$ cat src/design/dxt_pkg.sv
`timescale 1ns / 1ps
// ----------------------------------------------------------------------------
// dxt_pkg
// Types, codes and arithmetic helpers of the S3TC block decoder.
// ----------------------------------------------------------------------------
package dxt_pkg;

    localparam int QUEUE_DEPTH = 4;

    localparam int CFG_IDX_W  = 2;
    localparam int CFG_DATA_W = 15;
    localparam int DIM_W      = 15;

    localparam logic [CFG_IDX_W-1:0] CFG_FORMAT = 2'd0;
    localparam logic [CFG_IDX_W-1:0] CFG_WIDTH  = 2'd1;
    localparam logic [CFG_IDX_W-1:0] CFG_HEIGHT = 2'd2;

    localparam logic [1:0] FMT_DXT1 = 2'd0;
    localparam logic [1:0] FMT_DXT3 = 2'd1;
    localparam logic [1:0] FMT_DXT5 = 2'd2;
    localparam logic [1:0] FMT_NONE = 2'd3;

    localparam logic [DIM_W-1:0] DIM_RESET = 15'd16384;

    // Scale constants: 255 times a rounded-up reciprocal of 31 or 63, shift 22.
    localparam logic [31:0] K_EXP5 = 32'd34501755;
    localparam logic [31:0] K_EXP6 = 32'd16977135;

    // One decoded block as handed from the front to the back.
    typedef struct packed {
        logic [3:0][2:0][7:0] pal;      // entry, channel (r g b)
        logic                 transp3;  // DXT1 entry 3 is transparent black
        logic [7:0][7:0]      apal;
        logic [31:0]          cidx;
        logic [63:0]          ahalf;
        logic [1:0]           fmt;
        logic [11:0]          bcol;
        logic [11:0]          brow;
        logic [15:0]          mask;     // cells inside the image
    } blk_t;

    function automatic logic [7:0] expand5(input logic [4:0] v);
        logic [31:0] p;
        p = 32'(v) * K_EXP5;
        return p[29:22];
    endfunction

    function automatic logic [7:0] expand6(input logic [5:0] v);
        logic [31:0] p;
        p = 32'(v) * K_EXP6;
        return p[29:22];
    endfunction

    // Floor division by 3 for values up to 765.
    function automatic logic [7:0] div3(input logic [9:0] v);
        logic [21:0] p;
        p = 22'(v) * 22'd2731;
        return p[20:13];
    endfunction

    // Floor division by 5 for values up to 1275.
    function automatic logic [7:0] div5(input logic [10:0] v);
        logic [21:0] p;
        p = 22'(v) * 22'd1639;
        return p[20:13];
    endfunction

    // Floor division by 7 for values up to 1785.
    function automatic logic [7:0] div7(input logic [10:0] v);
        logic [21:0] p;
        p = 22'(v) * 22'd2341;
        return p[21:14];
    endfunction

endpackage

$ cat src/design/dxt_block_decoder_unit.sv
`timescale 1ns / 1ps
// ----------------------------------------------------------------------------
// dxt_block_decoder_unit
// S3TC DXT1/DXT3/DXT5 block decoder, one RGBA pixel per visible cell.
// ----------------------------------------------------------------------------
// Blocks enter through push/full with both 64-bit halves and the block
// position. Pixels leave through empty/pop, row-major within the block; the
// last pixel emitted for a block carries last_pixel. Format and image size
// are written through cfg_valid/cfg_ready (always ready), by the user only
// while the block is idle; the block does not enforce this. Writes to unused
// indexes are ignored. A block passes the front stage, the queue and the
// walker's block register before its first pixel reaches the output slot.
// The pixel walker emits one pixel per cycle while the receiver pops;
// blocks with no visible cell or format code 3 are dropped by the front.
// The front takes a new block every cycle until the block queue is full.
// Reset clears the front stage, queue and output slot; format returns to
// DXT1 and width and height to 16384. When the receiver stops popping, the
// pixel holds, the walker stops, and the queue then fills and raises full.
// ----------------------------------------------------------------------------
module dxt_block_decoder_unit #(
    parameter int QUEUE_DEPTH = dxt_pkg::QUEUE_DEPTH
) (
    input  logic                            clk,
    input  logic                            rst_n,
    input  logic                            push,
    output logic                            full,
    input  logic [63:0]                     color_half,
    input  logic [63:0]                     alpha_half,
    input  logic [11:0]                     block_col,
    input  logic [11:0]                     block_row,
    output logic                            empty,
    input  logic                            pop,
    output logic [13:0]                     pixel_x,
    output logic [13:0]                     pixel_y,
    output logic [7:0]                      red,
    output logic [7:0]                      green,
    output logic [7:0]                      blue,
    output logic [7:0]                      alpha,
    output logic                            last_pixel,
    input  logic                            cfg_valid,
    output logic                            cfg_ready,
    input  logic [dxt_pkg::CFG_IDX_W-1:0]   cfg_index,
    input  logic [dxt_pkg::CFG_DATA_W-1:0]  cfg_data
);

    logic [1:0]                format_reg;
    logic [dxt_pkg::DIM_W-1:0] width_reg;
    logic [dxt_pkg::DIM_W-1:0] height_reg;

    logic          q_wr;
    logic          q_rd;
    logic          q_full;
    logic          q_empty;
    dxt_pkg::blk_t q_wdata;
    dxt_pkg::blk_t q_rdata;

    assign cfg_ready = 1'b1;

    always_ff @(posedge clk or negedge rst_n)
    begin
        if (!rst_n)
        begin
            format_reg <= dxt_pkg::FMT_DXT1;
            width_reg  <= dxt_pkg::DIM_RESET;
            height_reg <= dxt_pkg::DIM_RESET;
        end
        else if (cfg_valid && cfg_ready)
        begin
            case (cfg_index)
                dxt_pkg::CFG_FORMAT: format_reg <= cfg_data[1:0];
                dxt_pkg::CFG_WIDTH:  width_reg  <= cfg_data;
                dxt_pkg::CFG_HEIGHT: height_reg <= cfg_data;
                default:
                begin
                end
            endcase
        end
    end

    dxt_front u_front (
        .clk          (clk),
        .rst_n        (rst_n),
        .push         (push),
        .full         (full),
        .color_half   (color_half),
        .alpha_half   (alpha_half),
        .block_col    (block_col),
        .block_row    (block_row),
        .block_format (format_reg),
        .image_width  (width_reg),
        .image_height (height_reg),
        .q_full       (q_full),
        .q_wr         (q_wr),
        .q_data       (q_wdata)
    );

    dxt_queue #(
        .DEPTH (QUEUE_DEPTH)
    ) u_queue (
        .clk   (clk),
        .rst_n (rst_n),
        .wr    (q_wr),
        .wdata (q_wdata),
        .rd    (q_rd),
        .rdata (q_rdata),
        .full  (q_full),
        .empty (q_empty)
    );

    dxt_back u_back (
        .clk        (clk),
        .rst_n      (rst_n),
        .q_empty    (q_empty),
        .q_data     (q_rdata),
        .q_rd       (q_rd),
        .empty      (empty),
        .pop        (pop),
        .pixel_x    (pixel_x),
        .pixel_y    (pixel_y),
        .red        (red),
        .green      (green),
        .blue       (blue),
        .alpha      (alpha),
        .last_pixel (last_pixel)
    );

endmodule

$ cat src/design/dxt_front.sv
`timescale 1ns / 1ps
// ----------------------------------------------------------------------------
// dxt_front
// Accepts blocks, expands endpoints, builds palettes and the inside mask.
// ----------------------------------------------------------------------------
module dxt_front (
    input  logic                          clk,
    input  logic                          rst_n,
    input  logic                          push,
    output logic                          full,
    input  logic [63:0]                   color_half,
    input  logic [63:0]                   alpha_half,
    input  logic [11:0]                   block_col,
    input  logic [11:0]                   block_row,
    input  logic [1:0]                    block_format,
    input  logic [dxt_pkg::DIM_W-1:0]     image_width,
    input  logic [dxt_pkg::DIM_W-1:0]     image_height,
    input  logic                          q_full,
    output logic                          q_wr,
    output dxt_pkg::blk_t                 q_data
);

    typedef struct packed {
        logic [63:0]          color;
        logic [63:0]          ahalf;
        logic [11:0]          bcol;
        logic [11:0]          brow;
        logic [2:0][7:0]      e0;
        logic [2:0][7:0]      e1;
        logic [2:0][9:0]      sum2;
        logic [2:0][9:0]      sum3;
        logic [2:0][8:0]      sumh;
        logic [5:0][10:0]     asum7;
        logic [3:0][10:0]     asum5;
    } s1_t;

    logic s1_valid_reg;
    logic s1_valid_next;
    s1_t  s1_reg;
    s1_t  s1_next;

    logic        accept;
    logic        drain;
    logic        keep;
    logic        three;
    logic        a_gt;
    logic [3:0]  row_ok;
    logic [3:0]  col_ok;
    logic [15:0] mask;

    // Stage 1: endpoint expansion and weighted sums.
    always_comb
    begin
        s1_next       = '0;
        s1_next.color = color_half;
        s1_next.ahalf = alpha_half;
        s1_next.bcol  = block_col;
        s1_next.brow  = block_row;
        s1_next.e0[0] = dxt_pkg::expand5(color_half[15:11]);
        s1_next.e0[1] = dxt_pkg::expand6(color_half[10:5]);
        s1_next.e0[2] = dxt_pkg::expand5(color_half[4:0]);
        s1_next.e1[0] = dxt_pkg::expand5(color_half[31:27]);
        s1_next.e1[1] = dxt_pkg::expand6(color_half[26:21]);
        s1_next.e1[2] = dxt_pkg::expand5(color_half[20:16]);
        for (int ch = 0; ch < 3; ch++)
        begin
            s1_next.sum2[ch] = 10'({s1_next.e0[ch], 1'b0}) + 10'(s1_next.e1[ch]);
            s1_next.sum3[ch] = 10'(s1_next.e0[ch]) + 10'({s1_next.e1[ch], 1'b0});
            s1_next.sumh[ch] = 9'(s1_next.e0[ch]) + 9'(s1_next.e1[ch]);
        end
        for (int k = 1; k <= 6; k++)
        begin
            s1_next.asum7[k-1] = 11'(7 - k) * 11'(alpha_half[7:0])
                               + 11'(k) * 11'(alpha_half[15:8]);
        end
        for (int k = 1; k <= 4; k++)
        begin
            s1_next.asum5[k-1] = 11'(5 - k) * 11'(alpha_half[7:0])
                               + 11'(k) * 11'(alpha_half[15:8]);
        end
    end

    // Stage 2: divides, mask and classification, written into the queue.
    always_comb
    begin
        for (int r = 0; r < 4; r++)
        begin
            row_ok[r] = {1'b0, s1_reg.brow, 2'(r)} < image_height;
            col_ok[r] = {1'b0, s1_reg.bcol, 2'(r)} < image_width;
        end
        for (int i = 0; i < 16; i++)
        begin
            mask[i] = row_ok[i / 4] & col_ok[i % 4];
        end

        three = (block_format != dxt_pkg::FMT_DXT1)
              || (s1_reg.color[15:0] > s1_reg.color[31:16]);
        a_gt  = s1_reg.ahalf[7:0] > s1_reg.ahalf[15:8];

        q_data        = '0;
        q_data.pal[0] = s1_reg.e0;
        q_data.pal[1] = s1_reg.e1;
        for (int ch = 0; ch < 3; ch++)
        begin
            if (three)
            begin
                q_data.pal[2][ch] = dxt_pkg::div3(s1_reg.sum2[ch]);
                q_data.pal[3][ch] = dxt_pkg::div3(s1_reg.sum3[ch]);
            end
            else
            begin
                q_data.pal[2][ch] = s1_reg.sumh[ch][8:1];
                q_data.pal[3][ch] = 8'd0;
            end
        end
        q_data.transp3 = !three;

        q_data.apal[0] = s1_reg.ahalf[7:0];
        q_data.apal[1] = s1_reg.ahalf[15:8];
        if (a_gt)
        begin
            for (int k = 0; k < 6; k++)
            begin
                q_data.apal[k+2] = dxt_pkg::div7(s1_reg.asum7[k]);
            end
        end
        else
        begin
            for (int k = 0; k < 4; k++)
            begin
                q_data.apal[k+2] = dxt_pkg::div5(s1_reg.asum5[k]);
            end
            q_data.apal[6] = 8'd0;
            q_data.apal[7] = 8'd255;
        end

        q_data.cidx  = s1_reg.color[63:32];
        q_data.ahalf = s1_reg.ahalf;
        q_data.fmt   = block_format;
        q_data.bcol  = s1_reg.bcol;
        q_data.brow  = s1_reg.brow;
        q_data.mask  = mask;
    end

    // Drop blocks with no visible cell or an undefined format.
    assign keep   = (block_format != dxt_pkg::FMT_NONE) && (mask != 16'd0);
    assign drain  = s1_valid_reg && (!keep || !q_full);
    assign q_wr   = s1_valid_reg && keep && !q_full;
    assign full   = s1_valid_reg && !drain;
    assign accept = push && !full;

    always_comb
    begin
        s1_valid_next = s1_valid_reg;
        if (accept)
        begin
            s1_valid_next = 1'b1;
        end
        else if (drain)
        begin
            s1_valid_next = 1'b0;
        end
    end

    always_ff @(posedge clk or negedge rst_n)
    begin
        if (!rst_n)
        begin
            s1_valid_reg <= 1'b0;
        end
        else
        begin
            s1_valid_reg <= s1_valid_next;
        end
    end

    always_ff @(posedge clk)
    begin
        if (accept)
        begin
            s1_reg <= s1_next;
        end
    end

endmodule

$ cat src/design/dxt_queue.sv
`timescale 1ns / 1ps
// ----------------------------------------------------------------------------
// dxt_queue
// Short queue of decoded blocks between the front and the back.
// ----------------------------------------------------------------------------
module dxt_queue #(
    parameter int DEPTH = dxt_pkg::QUEUE_DEPTH
) (
    input  logic          clk,
    input  logic          rst_n,
    input  logic          wr,
    input  dxt_pkg::blk_t wdata,
    input  logic          rd,
    output dxt_pkg::blk_t rdata,
    output logic          full,
    output logic          empty
);

    localparam int PTR_W = (DEPTH > 1) ? $clog2(DEPTH) : 1;
    localparam int CNT_W = $clog2(DEPTH + 1);

    dxt_pkg::blk_t    mem_reg [DEPTH];
    logic [PTR_W-1:0] wr_ptr_reg;
    logic [PTR_W-1:0] wr_ptr_next;
    logic [PTR_W-1:0] rd_ptr_reg;
    logic [PTR_W-1:0] rd_ptr_next;
    logic [CNT_W-1:0] count_reg;
    logic [CNT_W-1:0] count_next;

    assign full  = count_reg == CNT_W'(DEPTH);
    assign empty = count_reg == '0;
    assign rdata = mem_reg[rd_ptr_reg];

    always_comb
    begin
        wr_ptr_next = wr_ptr_reg;
        rd_ptr_next = rd_ptr_reg;
        count_next  = count_reg;
        if (wr)
        begin
            wr_ptr_next = (wr_ptr_reg == PTR_W'(DEPTH - 1)) ? '0 : wr_ptr_reg + 1'b1;
        end
        if (rd)
        begin
            rd_ptr_next = (rd_ptr_reg == PTR_W'(DEPTH - 1)) ? '0 : rd_ptr_reg + 1'b1;
        end
        if (wr && !rd)
        begin
            count_next = count_reg + 1'b1;
        end
        else if (rd && !wr)
        begin
            count_next = count_reg - 1'b1;
        end
    end

    always_ff @(posedge clk or negedge rst_n)
    begin
        if (!rst_n)
        begin
            wr_ptr_reg <= '0;
            rd_ptr_reg <= '0;
            count_reg  <= '0;
        end
        else
        begin
            wr_ptr_reg <= wr_ptr_next;
            rd_ptr_reg <= rd_ptr_next;
            count_reg  <= count_next;
        end
    end

    always_ff @(posedge clk)
    begin
        if (wr)
        begin
            mem_reg[wr_ptr_reg] <= wdata;
        end
    end

endmodule

$ cat src/design/dxt_back.sv
`timescale 1ns / 1ps
// ----------------------------------------------------------------------------
// dxt_back
// Walks the visible cells of a block and emits one pixel per cycle while the receiver pops.
// ----------------------------------------------------------------------------
module dxt_back (
    input  logic          clk,
    input  logic          rst_n,
    input  logic          q_empty,
    input  dxt_pkg::blk_t q_data,
    output logic          q_rd,
    output logic          empty,
    input  logic          pop,
    output logic [13:0]   pixel_x,
    output logic [13:0]   pixel_y,
    output logic [7:0]    red,
    output logic [7:0]    green,
    output logic [7:0]    blue,
    output logic [7:0]    alpha,
    output logic          last_pixel
);

    typedef struct packed {
        logic [13:0] x;
        logic [13:0] y;
        logic [7:0]  r;
        logic [7:0]  g;
        logic [7:0]  b;
        logic [7:0]  a;
        logic        last;
    } pix_t;

    dxt_pkg::blk_t cur_reg;
    logic [15:0]   mask_reg;
    logic [15:0]   mask_next;
    logic          out_valid_reg;
    logic          out_valid_next;
    pix_t          pix_reg;
    pix_t          pix_next;

    logic [15:0] lsb;
    logic [15:0] rest;
    logic [3:0]  cell_idx;
    logic [1:0]  ci;
    logic [3:0]  nib;
    logic [2:0]  ai;
    logic        advance;
    logic        load;

    assign lsb  = mask_reg & (~mask_reg + 16'd1);
    assign rest = mask_reg & ~lsb;

    always_comb
    begin
        cell_idx = '0;
        for (int i = 0; i < 16; i++)
        begin
            if (lsb[i])
            begin
                cell_idx = cell_idx | 4'(i);
            end
        end
    end

    assign ci  = cur_reg.cidx[{cell_idx, 1'b0} +: 2];
    assign nib = cur_reg.ahalf[{cell_idx, 2'b00} +: 4];
    assign ai  = cur_reg.ahalf[6'd16 + 6'({cell_idx, 1'b0}) + 6'(cell_idx) +: 3];

    always_comb
    begin
        pix_next.x    = {cur_reg.bcol, cell_idx[1:0]};
        pix_next.y    = {cur_reg.brow, cell_idx[3:2]};
        pix_next.r    = cur_reg.pal[ci][0];
        pix_next.g    = cur_reg.pal[ci][1];
        pix_next.b    = cur_reg.pal[ci][2];
        pix_next.last = rest == 16'd0;
        case (cur_reg.fmt)
            dxt_pkg::FMT_DXT3: pix_next.a = {nib, nib};
            dxt_pkg::FMT_DXT5: pix_next.a = cur_reg.apal[ai];
            default:           pix_next.a = (cur_reg.transp3 && ci == 2'd3) ? 8'd0 : 8'd255;
        endcase
    end

    // Advance when the output slot frees; fetch the next block as this one ends or while none is held.
    assign advance = (mask_reg != 16'd0) && (!out_valid_reg || pop);
    assign load    = !q_empty && ((mask_reg == 16'd0) || (advance && rest == 16'd0));
    assign q_rd    = load;

    always_comb
    begin
        mask_next = mask_reg;
        if (load)
        begin
            mask_next = q_data.mask;
        end
        else if (advance)
        begin
            mask_next = rest;
        end

        out_valid_next = out_valid_reg;
        if (advance)
        begin
            out_valid_next = 1'b1;
        end
        else if (pop)
        begin
            out_valid_next = 1'b0;
        end
    end

    always_ff @(posedge clk or negedge rst_n)
    begin
        if (!rst_n)
        begin
            mask_reg      <= '0;
            out_valid_reg <= 1'b0;
        end
        else
        begin
            mask_reg      <= mask_next;
            out_valid_reg <= out_valid_next;
        end
    end

    always_ff @(posedge clk)
    begin
        if (load)
        begin
            cur_reg <= q_data;
        end
        if (advance)
        begin
            pix_reg <= pix_next;
        end
    end

    assign empty      = !out_valid_reg;
    assign pixel_x    = pix_reg.x;
    assign pixel_y    = pix_reg.y;
    assign red        = pix_reg.r;
    assign green      = pix_reg.g;
    assign blue       = pix_reg.b;
    assign alpha      = pix_reg.a;
    assign last_pixel = pix_reg.last;

endmodule

$ cat config.mk
export PLATFORM = sky130hd
export DESIGN_NAME = dxt_block_decoder_unit
export DESIGN_NICKNAME = d
export VERILOG_FILES = /design/src/design/dxt_pkg.sv /design/src/design/dxt_block_decoder_unit.sv /design/src/design/dxt_front.sv /design/src/design/dxt_queue.sv /design/src/design/dxt_back.sv
export SDC_FILE = /design/constraint.sdc
export NUM_CORES = 2
export LEC_CHECK = 0
export BUFFER_PORTS_ARGS = -buffer_cell sky130_fd_sc_hd__buf_4
export CORE_UTILIZATION = 35
export CTS_CLUSTER_DIAMETER = 150
export DETAILED_ROUTE_END_ITERATION = 6
export GPL_TIMING_DRIVEN = 0
export MAX_ROUTING_LAYER = met4
export PLACE_DENSITY_LB_ADDON = 0.05
export SYNTH_ARGS = -nofsm -noshare
export SYNTH_HDL_FRONTEND = slang
export SYNTH_SLANG_ARGS = --single-unit
$ cat constraint.sdc
create_clock -name clk -period 63.6 [get_ports clk]
set_clock_uncertainty 0.05 [all_clocks]
set_input_delay 6.36 -clock clk [delete_from_list [all_inputs] [get_ports clk]]
set_output_delay 6.36 -clock clk [all_outputs]
set_load 0.01 [all_outputs]
# Yosys cells after proc, flatten, opt, wreduce, memory -nomap -nowiden
# Memory sizes are Yosys's and may differ from the RTL's.
# Cells that the tools add are included.
[op_classes] add_sub_neg=26 n_mul=28 order_cmp=12 eq_ne=9 n_shift=3 mux=40 bitwise_logic=20 reduce_logical=39
[op_table] operator="11-bit by 12-bit multiplier with 22-bit output, second input constant" count=6
[op_table] operator="10-bit by 12-bit multiplier with 21-bit output, second input constant" count=6
[op_table] operator="14-bit by 15-bit less-than comparator with 1-bit output" count=8
[op_table] operator="5-bit by 26-bit multiplier with 30-bit output, second input constant" count=4
[op_table] operator="11-bit by 11-bit multiplier with 21-bit output, second input constant" count=4
[op_table] operator="8-bit two-way mux" count=8
[op_table] operator="64-bit by 7-bit variable part select with 3-bit output" count=1
[op_table] operator="64-bit by 7-bit variable part select with 4-bit output" count=1
[op_table] operator="6-bit by 25-bit multiplier with 30-bit output, second input constant" count=2
[op_table] operator="24-bit binary-select mux with 2-bit select" count=1
[op_table] operator="48-bit two-way mux" count=1
[op_table] operator="2-bit by 8-bit multiplier with 10-bit output, first input constant" count=4
[op_table] operator="16-bit bitwise AND" count=2
[op_table] operator="16-bit logical NOT" count=2
[op_table] operator="16-bit two-way mux" count=2
[op_table] operator="4-bit two-way mux" count=8
[op_table] operator="16-bit NOT" count=2
[op_table] operator="16-bit nonzero test" count=2
[op_table] operator="32-bit by 6-bit variable part select with 2-bit output" count=1
[op_table] operator="8-bit by 9-bit adder with 10-bit output" count=3
[op_table] operator="9-bit by 8-bit adder with 10-bit output" count=3
[op_table] operator="8-bit by 8-bit adder with 9-bit output" count=3
[op_table] operator="8-bit binary-select mux with 3-bit select" count=1
[op_table] operator="24-bit two-way mux" count=1
[op_table] operator="other kinds (36)" count=101
[word_totals] regBits=798 mem_bits_rw=1196 in_bits=174 out_inout_bits=64 elab_cells=249 n_memories=1
[mem_list] name="u_queue.mem_reg" depth=4 word_bits=299 rd=1 rd_clocked_by_memory_dff=0 wr=1 line_no="dxt_queue.sv:22" text="dxt_pkg::blk_t mem_reg [DEPTH];"

# Longest topological paths before layout
[logic_depth] ltp_word=24 ltp_mapped=26 depth_no_buf=26

# Cells and area by module
# Synthesis repeated with hierarchy kept, for this count alone.
[hier_totals] hier_cells=7897 hier_area_um2=116993.5
[modules_own_cells] module="dxt_front" n_inst=1 cells_each=5383 area_per_inst_um2=56523.0 seq_area_each_um2=11255.8
[modules_own_cells] module="dxt_queue" n_inst=1 cells_each=1599 area_per_inst_um2=43875.8 seq_area_each_um2=36089.6
[modules_own_cells] module="dxt_back" n_inst=1 cells_each=844 area_per_inst_um2=15274.6 seq_area_each_um2=10755.3
[modules_own_cells] module="dxt_block_decoder_unit" n_inst=1 cells_each=71 area_per_inst_um2=1320.0 seq_area_each_um2=803.3

# Worst setup path before layout
# OpenSTA, ideal clock, no wires.
[synth_timing] path_kind="input to register" from="input push" to="register u_front.s1_reg (netlist bit u_front.q_data[100]) (enable)" setup_time_ns=1.154 arrival_time_ns=22.416 required_time_ns=62.396 setup_slack_ns=39.980 cell_stages=1 cell_sequence="nor2b_1"
[synth_between] elab_chain_cells=1
[synth_rtl] item="start, declared" line_no="dxt_block_decoder_unit.sv:25" text="input logic push,"
[synth_rtl] item="1-bit logical AND" line_no="dxt_front.sv:150" text="assign accept = push && !full;"
[synth_rtl] item="end signal, assigned" line_no="dxt_front.sv:181" text="s1_reg <= s1_next;"
[synth_rtl] item="end, declared" line_no="dxt_front.sv:39" text="s1_t s1_reg;"
# No other way between the ends.
# A chain may end at the register's enable or synchronous reset.

==> flow_metrics.py <==
metrics = {
    "run_status": {
        "status": "complete, no violations",
    },
    "grt": {
        "grt_overflow": 0,
        "grt_antenna_before_repair": 15,
        "grt_pass1_vias": 66800,
        "grtUsageTotal_pct": 18.7,
        "grt_pass1_wl_mm": 436,
        "grt_max_degree": 94,
    },
    "clocking": {
        "clk_latency_ps": 900,
        "cts.sinks": 1891,
        "cts_hold_buf": 0,
        "cts_buffers": 215,
        "cts_resized": 0,
        "clockRootBuffer": "clkbuf_16",
        "clk_pin_slew_ps": 60,
        "cts_tree": "built",
        "cts-htree-levels": 4,
        "clockBufferDepth": 4,
        "cts_setup_buffers": 0,
    },
    "worst_setup_path": {
        "critPathArrivalTime_ps": 12380,
        "end_kind": "register",
        "cp-start-kind": "input port",
        "worstPathCellList": "buf_4 > fa_1 > inv_1 > fa_1 > inv_1 > ha_1 > ha_1 > nand4_1 > nor3_1 > a2111oi_0 > o211ai_1 > a311oi_1 > o31a_1 > o21bai_1 > a21oi_1 > nor2_1 > xnor2_1 > ha_1 > a21oi_1 > o21bai_1 > a21oi_1 > nor2b_1 > o21a_1",
        "cp.required_ps": 64150,
        "reg2reg_slack_ps": 54890,
        "path_class": "in -> reg",
        "crit_family": "compound AO/OA/AOI/OAI gates",
        "r2r-start": "u_back.mask_reg[2]",
        "slowest_stage": "xnor2_1",
        "slowest_delay_ps": 850,
        "reg2reg_depth": 24,
        "worstPathMaxFanout": 9,
        "timing.rr.end": "u_back.alpha[0]",
        "cp_num_buf_inv": 3,
    },
    "sta": {
        "rsz0062_at_grt": "false",
        "setup_viol": 0,
        "finalCritPeriodShare_pct": 18.6,
        "post-route-min-period_ps": 11820,
        "hold_viol_final": 0,
        "fmax_mhz": 84.6,
        "hold_ws_ps": 369,
        "worst_slew_pin_slew_ps": 1390,
        "finalSetupTns_ps": 0,
        "slew_viol_final": 0,
        "max_slew_margin_pct": 6.75,
    },
    "die": {
        "dieArea_mm2": 0.323,
        "core_region_area_mm2": 0.319,
        "initial_utilization_pct": 35.3,
        "die_h_um": 569,
        "pin_count": 238,
        "rows": 207,
        "die_w_um": 569,
    },
    "route": {
        "ant_nets": 0,
        "wl_mm": 294,
        "vias": 63300,
        "wl_per_cell_um": 23.2,
        "drc": 0,
        "drt_first_iter_violations": 3771,
        "firstDrtPassIters": 7,
        "via_per_inst": 5.00,
    },
    "logic_synthesis": {
        "synth-edff-count": 1834,
        "avgSynthCellArea_um2": 14.4,
        "async_reset_ff_share_pct": 3.01,
        "ys_warn_count": 0,
        "syn-num-nets": 9951,
        "ys_dominant_reg_cell": "edfxtp_1",
        "synth_top_area_cell": "edfxtp_1",
        "syn_inst": 7794,
        "synth_top_area_share_pct": 49.0,
        "synth.area.top_cells": "edfxtp_1, ha_1, fa_1, mux4_2, inv_1",
        "ys_seq_area_share_pct": 50.3,
        "syn_area_mm2": 0.112,
        "ys_seq_elements": 1891,
        "yosysUniqueCellTypes": 98,
    },
    "worst_hold_path": {
        "hold_path_depth": 0,
        "hp-start": "u_back.cur_reg[26]",
        "hold_path_end": "u_back.pixel_y[12]",
        "hold_class": "reg -> reg",
    },
    "cells_and_area": {
        "nets": 10500,
        "seq_area_mm2": 0.0565,
        "multi_input_area_mm2": 0.0508,
        "drive_gt1_share_pct": 12.4,
        "fill_cells": 29600,
        "largest_register_ffs": 1132,
        "layout-area-overhead-vs-synth_pct": 13.5,
    },
    "place": {
        "place_congestion": 0.845,
        "portBuffers": 236,
        "hpwl_mm": 217,
    },
    "job": {
        "maxCapViolations": 0,
    },
}
-- layer usage --
| metal | GRT usage (%) | share of wire [%] |
|---|---|---|
| met2 | 29.0 | 46 |
| met1 | 26.5 | 49 |
| met3 | 2.08 | 3.7 |
| met5 | - | 0 |
| met4 | 3.96 | 2.0 |
-- kinds of logic after synthesis --
logic type                 Yosys count  synth area share, %
other                                1              0.00334
buffers and inverters             1350                 4.58
adders and majority gates         1987                 25.6
xor gates and xnor gates           306                 2.40
and+or+nand+nor                    899                 4.01
muxes                              431                 7.54
DFF                               1891                 50.3
AOI/OAI and AO/OA                  929                 5.62
-- placed cells by master, fill, tap and decap left out, drive strengths merged, types with 71 or more instances in the layout --
master and count:
edfxtp 1834, ha 1467, inv 1214, fa 516
buf 352, clkbuf 334, mux4 324, xnor2 228
nor2 217, a21oi 216, nand2 202, o21ai 144
a21o 120, nor3 112, clkinv 96, nand3 87
xor2 77, o21bai 71
-- final cells by class --
| cell class | count | area share (%) |
|---|---|---|
| Multi-Input combinational cell | 4553 | 39.8 |
| Antenna cell | 7 | 0.0137 |
| Buffer | 138 | 0.468 |
| Timing Repair Buffer | 286 | 2.35 |
| Clock inverter | 126 | 0.955 |
| Sequential cell | 1891 | 44.3 |
| Tap cell | 4180 | 4.10 |
| Inverter | 1212 | 3.58 |
| Clock buffer | 262 | 4.41 |
-- stage by stage --
step | cells | cell area [um2] | worst slack, ps | utilization (%)
4_1_cts | 12600 | 127000 | 51770 | 40.0
6_report | 12700 | 128000 | 51780 | 40.0
5_1_grt | 12700 | 128000 | 51250 | 40.0
3_5_place_dp | 12300 | 121000 | 50810 | 37.9
3_3_place_gp | 12200 | 119000 | 25870 | 37.5
2_1_floorplan | 7794 | 112000 | 39980 | -
-- worst max-delay path by stage --
stage	to	from	depth (start not counted)	slack, ps
6_report	u_front.s1_reg[196]	color_half[18]	23	51780
3_3_place_gp	u_front.s1_reg[23]	push	2	25870
4_1_cts	u_front.s1_reg[146]	color_half[29]	24	51770
5_1_grt	u_front.s1_reg[154]	color_half[5]	23	51250
3_5_place_dp	u_front.s1_reg[146]	color_half[29]	24	50810
2_1_floorplan	u_front.q_data[100]	push	1	39980
-- Yosys cell counts (39+ instances only) --
cell,number
a21o_1,120
a21oi_1,215
a311oi_1,39
a31oi_1,45
and3_1,47
buf_1,45
clkbuf_1,72
dfrtp_1,55
edfxtp_1,1834
fa_1,516
ha_1,1467
inv_1,1207
mux2_2,62
mux2i_1,45
mux4_2,317
nand2_1,202
nand3_1,87
nor2_1,215
nor2b_1,39
nor3_1,112
o21a_1,65
o21ai_0,139
o21bai_1,71
xnor2_1,227
xor2_1,77
Power is not shown: default switching activity piles up to over one toggle a cycle in this logic, so the estimate is an artifact.
